File: src/hdl/rucp_pkg.sv
`timescale 1ns / 1ps
// Shared types and constants for the replay upsample / calibrate / pack block.
// No dependencies; imported by rucp_state_mem, rucp_cal_unit and the top level.
package rucp_pkg;

    // operation codes of an input request
    localparam logic OP_SAMPLE = 1'b0;
    localparam logic OP_LOAD   = 1'b1;

    // configuration register indexes
    localparam logic REG_SHORT_CODE   = 1'b0;
    localparam logic REG_PAIR_PACKING = 1'b1;

    // lane_part codes
    localparam logic [1:0] PART_WHOLE = 2'd0;
    localparam logic [1:0] PART_UPPER = 2'd1;
    localparam logic [1:0] PART_LOWER = 2'd2;

    // slot limits for the two packing modes
    localparam logic [3:0] SLOTS_SINGLE = 4'd6;
    localparam logic [3:0] SLOTS_PAIRED = 4'd12;

    // floor(0.999999 * 2^31), magnitude clamp in Q1.31
    localparam logic [30:0] CLAMP_Q31  = 31'h7FFF_F79C;
    localparam logic [30:0] FULL_SHORT = 31'h0000_7FFF;
    localparam logic [30:0] FULL_LONG  = 31'h7FFF_FFFF;

    typedef struct packed {
        logic              operation;
        logic [3:0]        channel;
        logic signed [31:0] sample;
        logic              restart;
        logic              stream_end;
        logic signed [31:0] gain;
        logic signed [31:0] offset;
        logic [31:0]       inverse_full_scale;
        logic              invert;
        logic [3:0]        output_slot;
    } in_req_t;

    typedef struct packed {
        logic [2:0]  word_lane;
        logic [1:0]  lane_part;
        logic [31:0] code_bits;
        logic        interpolated;
        logic        last;
    } out_req_t;

    // one calibration table entry
    typedef struct packed {
        logic signed [31:0] gain;
        logic signed [31:0] offset;
        logic [31:0]        scale;
        logic               invert;
        logic [3:0]         slot;
    } cal_entry_t;

    // write request into the previous-sample store
    typedef struct packed {
        logic               we;
        logic               valid;
        logic signed [31:0] sample;
    } prev_wr_t;

endpackage

File: src/hdl/rucp_state_mem.sv
`timescale 1ns / 1ps
// Per-channel state: calibration table and previous-sample store, both
// synchronous memories with registered read. Uses rucp_pkg.
module rucp_state_mem
    import rucp_pkg::*;
#(
    parameter int CHANNELS = 12,
    parameter int CH_W = (CHANNELS > 1) ? $clog2(CHANNELS) : 1
) (
    input  logic            clk,
    input  logic            rst_n,
    input  logic [CH_W-1:0] rd_addr,
    input  logic            cal_we,
    input  logic [CH_W-1:0] wr_addr,
    input  cal_entry_t      cal_wdata,
    input  prev_wr_t        prev_wr,
    output cal_entry_t      cal_q,
    output logic signed [31:0] prev_q,
    output logic            prev_valid_q
);

    cal_entry_t         cal_mem [CHANNELS];
    logic signed [31:0] prev_mem [CHANNELS];
    logic [CHANNELS-1:0] prev_valid_reg;

    always_ff @(posedge clk)
    begin
        if (cal_we)
        begin
            cal_mem[wr_addr] <= cal_wdata;
        end
        if (prev_wr.we)
        begin
            prev_mem[wr_addr] <= prev_wr.sample;
        end
        cal_q  <= cal_mem[rd_addr];
        prev_q <= prev_mem[rd_addr];
    end

    // valid bits live in flops so reset clears them at once
    always_ff @(posedge clk or negedge rst_n)
    begin
        if (!rst_n)
        begin
            prev_valid_reg <= '0;
            prev_valid_q   <= 1'b0;
        end
        else
        begin
            if (prev_wr.we)
            begin
                prev_valid_reg[wr_addr] <= prev_wr.valid;
            end
            prev_valid_q <= prev_valid_reg[rd_addr];
        end
    end

endmodule

File: config.mk
export PLATFORM = sky130hd
export DESIGN_NAME = rucp_state_mem
export DESIGN_NICKNAME = d
export VERILOG_FILES = /design/src/hdl/rucp_pkg.sv /design/src/hdl/rucp_state_mem.sv
export SDC_FILE = /design/constraint.sdc
export NUM_CORES = 1
export LEC_CHECK = 0
export BUFFER_PORTS_ARGS = -buffer_cell sky130_fd_sc_hd__buf_2
export CAP_MARGIN = 20
export CORE_AREA = 4 4 344 346
export DETAILED_ROUTE_END_ITERATION = 16
export DIE_AREA = 0 0 348 350
export PLACE_DENSITY = 0.72
export SLEW_MARGIN = 40
export SYNTH_ARGS = -nofsm -noshare
export SYNTH_HDL_FRONTEND = slang
export SYNTH_SLANG_ARGS = --single-unit
File: constraint.sdc
create_clock -name clk -period 1.34 [get_ports clk]
set_input_delay 0.268 -clock clk [delete_from_list [all_inputs] [get_ports clk]]
set_output_delay 0.268 -clock clk [all_outputs]
set_load 0.01 [all_outputs]
==> results.json, run 1 <==
{
  "drc": 0,
  "synth-seq-area-share": 0.808,
  "syn_to_final_growth_pct": 26.4,
  "crit_type": "reg -> out",
  "clk_pin_slew_ps": 60,
  "grt_overflow": 0,
  "r2r_start": "prev_mem[7][12]",
  "seq_power_share": 0.533,
  "worst_ep_required_time_ps": 1070,
  "avgSynthCellArea_um2": 22.9,
  "drive_gt1_frac": 0.414,
  "die_x_um": 348,
  "clk_latency_ps": 780,
  "violations": "setup timing",
  "startpoint": "prev_valid_q",
  "crit_arrival_ps": 1360,
  "critPathCaptureType": "output port",
  "min_to": "cal_q[17]",
  "irDropWorstVdd_mv": 1.23,
  "ys_ff_latch": 1742,
  "min_from": "rd_addr[2]",
  "switchingPower_uw": 24400,
  "port_buffers": 279,
  "rows": 125,
  "finalCritPeriodShare": 1.21,
  "cts.path.max_buffers": 3,
  "regMostFlops": "cal_mem",
  "num_vias": 31792,
  "cts_tree": "yes",
  "cts_max_level": 4,
  "max_clock_freq_mhz": 616,
  "fin_crit_ps": 1620,
  "rrSetupSlack_ps": -110,
  "routedWlPerCell_um": 28.5,
  "path_delay_family": "flip-flops",
  "max_cap_viol_count": 0,
  "rr_endpoint": "prev_q[12]",
  "syn_inst": 2748,
  "skew_ps": 27.9,
  "rsz0062_at_grt": "yes",
  "tightest_slew_ps": 674,
  "setup_ws_ps": -283,
  "dr.pass1.iters": 5,
  "die_area_um2": 122000,
  "crit_fanout": 1,
  "gr-usage-all-layers": 0.248,
  "yosysUniqueCellTypes": 21,
  "clkSinkCount": 1742,
  "grt_pass1_wl_mm": 222,
  "p_clk_frac": 0.401,
  "cts_setup_buffers": 0,
  "finalMaxSlewViolations": 0,
  "async_flop_share": 0.00746,
  "first_iter_violations": 3051,
  "place_ws_ps": -705,
  "wl_mm": 150,
  "top_regs": "cal_mem (1212), prev_mem (384), cal_q (101)",
  "cp_slowest_cell": "dfrtp_1",
  "netlist_area_um2": 63000,
  "combPwrFrac": 0.067,
  "power_density_nw_per_um2": 1450,
  "setup_violations": 154,
  "nNetsFinal": 3726,
  "dpl_cell_area_um2": 70900,
  "yosys_warnings": 0,
  "place_congestion": 0.783,
  "max_stage_delay_ps": 410,
  "worst_hold_path.num_cells": 4,
  "hold_violations": 0,
  "postRouteAntennaNets": 0,
  "grt_max_degree": 39,
  "crit_path_cell_trace": "buf_2",
  "cp-start-kind": "flop",
  "reg2regPathDepth": 3,
  "hpwl_mm": 92.4,
  "status": "finished with violations",
  "power.leakage_uw": 0.0270,
  "floorplan.initialDensity": 0.546,
  "cts_root_buf": "clkbuf_16",
  "first_global_vias": 33806,
  "fillers": 6749,
  "crit_buf_inv": 1,
  "pin_count": 280,
  "via_per_inst": 6.05,
  "core_um2": 115000,
  "mappedNetlistNets": 2894,
  "hold_class": "in -> reg",
  "die_y_um": 350,
  "p_sw_frac": 0.211,
  "numCtsBuffers": 168,
  "synth_flop_cell": "edfxtp_1",
  "grt_antenna_before_repair": 13,
  "intPower_uw": 91100,
  "largest_register_ff_count": 1212,
  "slew-limit-headroom": 0.549,
  "synth_edf_count": 1596,
  "post-route-cell-area_um2": 79600
}
-- through the flow --
step                hold WS [ps]   TNS, ps  std cells   util  total power (uW)
finish                      37.3    -19140       5259  0.690            116000
global route                39.0    -27150       5253  0.690            119000
CTS                         6.50    -26440       5250  0.684            116000
detailed placement           186   -599330       4797  0.614             69000
global placement             175   -603330       4797  0.614             68700
floorplan                  -27.6  -1981220       2748      -             65500
-- synth_stat cells, types with 12 or more instances --
cell type / number / share of area
mux2i_1: 267 / 0.042
nor2_1: 25 / 0.0015
mux2_2: 12 / 0.0021
a22oi_1: 133 / 0.016
clkbuf_1: 62 / 0.0037
dfrtp_1: 13 / 0.0052
buf_4: 39 / 0.0046
buf_1: 12 / 0.00071
dfxtp_1: 133 / 0.042
buf_6: 18 / 0.0032
mux4_2: 269 / 0.096
o221ai_1: 133 / 0.018
edfxtp_1: 1596 / 0.76
buf_2: 21 / 0.0017
-- per-layer routing --
metal | share of wire | global-route usage | vias up
met5 | 0.00036 | 0 | -
met4 | 0.024 | 0.0709 | 8
met3 | 0.065 | 0.0416 | 260
met2 | 0.52 | 0.419 | 1338
met1 | 0.39 | 0.338 | 16782
li1 | - | - | 13404
-- power by group through the flow --
stage | sequential, uW | combinational (uW) | clock (uW)
after global placement | 62400 | 6270 | 0
final | 61500 | 7700 | 46300
after detailed placement | 62500 | 6480 | 0
after global routing | 61600 | 8180 | 49500
after CTS | 61500 | 7420 | 46900
after floorplan | 62600 | 2980 | 0
-- worst max path at each step --
stage	cells after the start	endpoint
after floorplan	2	cal_mem[0][0]
after global placement	6	cal_q[98]
after detailed placement	6	cal_q[98]
after CTS	1	prev_valid_q
after global routing	1	prev_valid_q
final	1	prev_valid_q
-- cells in the final DEF (no fill, tap or decap), types with 4 or more instances in the layout --
master	instances
dfxtp_1	30
buf_12	177
a22oi_1	10
a22oi_2	123
clkbuf_1	49
dfrtp_1	13
clkinv_1	15
dfxtp_2	88
mux2i_1	267
mux2_2	12
clkinv_2	38
inv_6	5
buf_2	174
buf_4	221
o221ai_1	59
nand3b_1	5
dfxtp_4	15
edfxtp_1	1596
nor2_4	25
clkbuf_16	170
bufinv_16	10
mux4_2	269
diode_2	9
clkbuf_8	16
clkinv_4	4
buf_6	103
dlygate4sd3_1	137
o221ai_2	74
-- logic make-up (layout without fill, tap and decap cells) --
logic type	count (synthesis)	after routing	synth area share
AND/OR/NAND/NOR	39	39	0.00298
multiplexers	548	548	0.141
buffers and inverters	152	1130	0.0139
other	0	9	0
AO/OA/AOI/OAI	267	267	0.0344
flip-flops	1742	1742	0.808
-- cell type report --
class / count / area, um2 / area share
multi-input cells: 854 / 12500 / 0.157
clock buffers: 235 / 4660 / 0.0585
well taps: 1524 / 1910 / 0.0239
repair buffers: 814 / 8630 / 0.108
flip-flops and latches: 1742 / 51100 / 0.642
clock inverters: 81 / 803 / 0.0101
diodes: 9 / 22.5 / 0.000283
-- what timing repair did --
action | 4_1_cts | 5_1_grt
endpoints found under the hold margin | 1622 | 0
setup endpoints to repair | 197 | 258
hold buffers | 137 | 0
resized for setup | 292 | 139
pin swaps | 33 | 71
Note: power is estimated with default switching activity, not from simulation.
==> inputs of run 2 (changes only) <==
--- a/config.mk
+++ b/config.mk
@@ -7,10 +7,10 @@
 export LEC_CHECK = 0
 export BUFFER_PORTS_ARGS = -buffer_cell sky130_fd_sc_hd__buf_2
 export CAP_MARGIN = 20
-export CORE_AREA = 4 4 344 346
+export CORE_AREA = 4 4 330 332
 export DETAILED_ROUTE_END_ITERATION = 16
-export DIE_AREA = 0 0 348 350
-export PLACE_DENSITY = 0.72
+export DIE_AREA = 0 0 334 336
+export PLACE_DENSITY = 0.77
 export SLEW_MARGIN = 40
 export SYNTH_ARGS = -nofsm -noshare
 export SYNTH_HDL_FRONTEND = slang
==> run 2 against run 1 <==
Design area decreased by 0.80%; clock power hardly changed; hold slack better by 150 ps; the flow still finishes with violations (setup timing); final cell count decreased by 3.3%; sequential share of layout area grew 0.52 points; critical path depth is the same.
==> results.json, run 2 (synthesis results as in run 1) <==
{
  "status": "finished with violations",
  "violations": "setup timing",
  "crit_path_cell_trace": "buf_2",
  "cts_root_buf": "clkbuf_16",
  "syn_to_final_growth_pct": 25.3,
  "clk_latency_ps": 770,
  "finalCritPeriodShare": 1.15,
  "grt_max_degree": 37,
  "worst_ep_required_time_ps": 1070,
  "cp_slowest_cell": "dfrtp_1",
  "power.leakage_uw": 0.0266,
  "instances_no_fill": 5088,
  "hold_class": "in -> reg",
  "rows": 120,
  "die_y_um": 336,
  "cts_setup_buffers": 0,
  "place_ws_ps": -733,
  "grt_overflow": 0,
  "grt_pass1_wl_mm": 227,
  "cp-start-kind": "flop",
  "wl_mm": 155,
  "num_vias": 32501,
  "largest_register_ff_count": 1212,
  "crit_fanout": 1,
  "fin_crit_ps": 1540,
  "skew_ps": 26.8,
  "regMostFlops": "cal_mem",
  "drive_gt1_frac": 0.407,
  "core_um2": 106000,
  "port_buffers": 279,
  "cts.path.max_buffers": 3,
  "via_per_inst": 6.39,
  "tns_ps": -18590,
  "place_congestion": 0.804,
  "die_x_um": 334,
  "fillers": 5435,
  "drc": 0,
  "tightest_slew_ps": 676,
  "power_density_nw_per_um2": 1460,
  "crit_type": "reg -> out",
  "max_cap_viol_count": 0,
  "gr-usage-all-layers": 0.277,
  "hold_violations": 0,
  "setup_ws_ps": -197,
  "slew-limit-headroom": 0.548,
  "cts_tree": "yes",
  "layout_commonest_cell": "edfxtp_1",
  "postRouteAntennaNets": 0,
  "top_regs": "cal_mem (1212), prev_mem (384), cal_q (101)",
  "max_clock_freq_mhz": 651,
  "irDropWorstVdd_mv": 1.32,
  "rsz0062_at_grt": "yes",
  "critPathCaptureType": "output port",
  "hpwl_mm": 88.2,
  "first_global_vias": 34245,
  "max_stage_delay_ps": 370,
  "dr.pass1.iters": 5,
  "clk_pin_slew_ps": 60,
  "pin_count": 280,
  "crit_arrival_ps": 1270,
  "routedWlPerCell_um": 30.5,
  "numCtsBuffers": 167,
  "die_area_um2": 112000,
  "first_iter_violations": 3725,
  "place_inst": 4629,
  "nNetsFinal": 3677,
  "finalMaxSlewViolations": 0,
  "setup_violations": 184,
  "floorplan.initialDensity": 0.593,
  "cts_max_level": 4,
  "grt_antenna_before_repair": 15,
  "layout_common_cells": "edfxtp_1 (1596), mux4_2 (269), mux2i_1 (267)",
  "path_delay_family": "flip-flops",
  "clkSinkCount": 1742,
  "crit_buf_inv": 1
}
==> run 2: cell count changes in the layout (fill, tap and decap cells not counted), moves of 4 or more <==
cell / delta
a22oi_1: -6
a22oi_2: +6
buf_12: -11
buf_2: -9
buf_4: -36
buf_6: +9
clkbuf_1: -4
clkinv_1: +15
clkinv_2: -13
clkinv_4: -4
clkinvlp_4: +4
dfxtp_1: -9
dfxtp_2: +12
==> run 2: per-layer routing <==
layer | GRT usage | vias to the layer above | routed length (um)
met2 | 0.469 | 1763 | 79700
li1 | - | 13307 | -
met3 | 0.0484 | 345 | 12900
met4 | 0.0969 | 14 | 4820
met5 | 0 | - | 90
met1 | 0.369 | 17072 | 57700
==> run 2: cell type report <==
type                            instances  area, um2  area share
Antenna cell                           11       27.5    0.000349
Clock buffer                          232       4680      0.0592
Clock inverter                         80        696     0.00881
Multi-Input combinational cell        854      12500       0.159
Sequential cell                      1742      51100       0.647
Tap cell                             1403       1760      0.0222
Timing Repair Buffer                  766       8190       0.104
==> run 2: metrics by stage <==
| step | util | area, um2 | total power [uW] | hold slack, ps |
|---|---|---|---|---|
| 3_3_place_gp | 0.661 | 70200 | 68700 | 178 |
| 3_5_place_dp | 0.661 | 70200 | 69000 | 187 |
| 4_1_cts | 0.737 | 78300 | 115000 | 133 |
| 2_1_floorplan | - | 63100 | 65500 | -27.6 |
| 6_report | 0.743 | 79000 | 115000 | 183 |
| 5_1_grt | 0.743 | 79000 | 119000 | 176 |
==> run 2: worst paths after layout <==
kind | startpoint | endpoint | cells past startpoint | slack [ps]
worst min-delay path | rd_addr[0] | cal_q[89] | 4 | 180
worst max register to register | prev_mem[7][3] | prev_q[3] | 4 | -120
min in group asynchronous | rst_n | prev_valid_q | 3 | 650
worst max-delay path | prev_valid_q | prev_valid_q | 1 | -200
worst min register to register | prev_valid_reg[1] | prev_valid_reg[1] | 1 | 530
max in group asynchronous | rst_n | prev_valid_reg[5] | 3 | 250
==> run 2: what timing repair did <==
item	in CTS	in global routing
hold buffers	136	0
setup endpoints to repair	218	265
pin swaps	51	65
resized for setup	332	128
endpoints found under the hold margin	1621	0
==> run 2: power by group <==
| part | internal (uW) | leakage [uW] | switching (uW) |
|---|---|---|---|
| Clock | 26400 | 0.00262 | 19700 |
| Sequential | 60900 | 0.0157 | 685 |
| Combinational | 3780 | 0.00828 | 4050 |
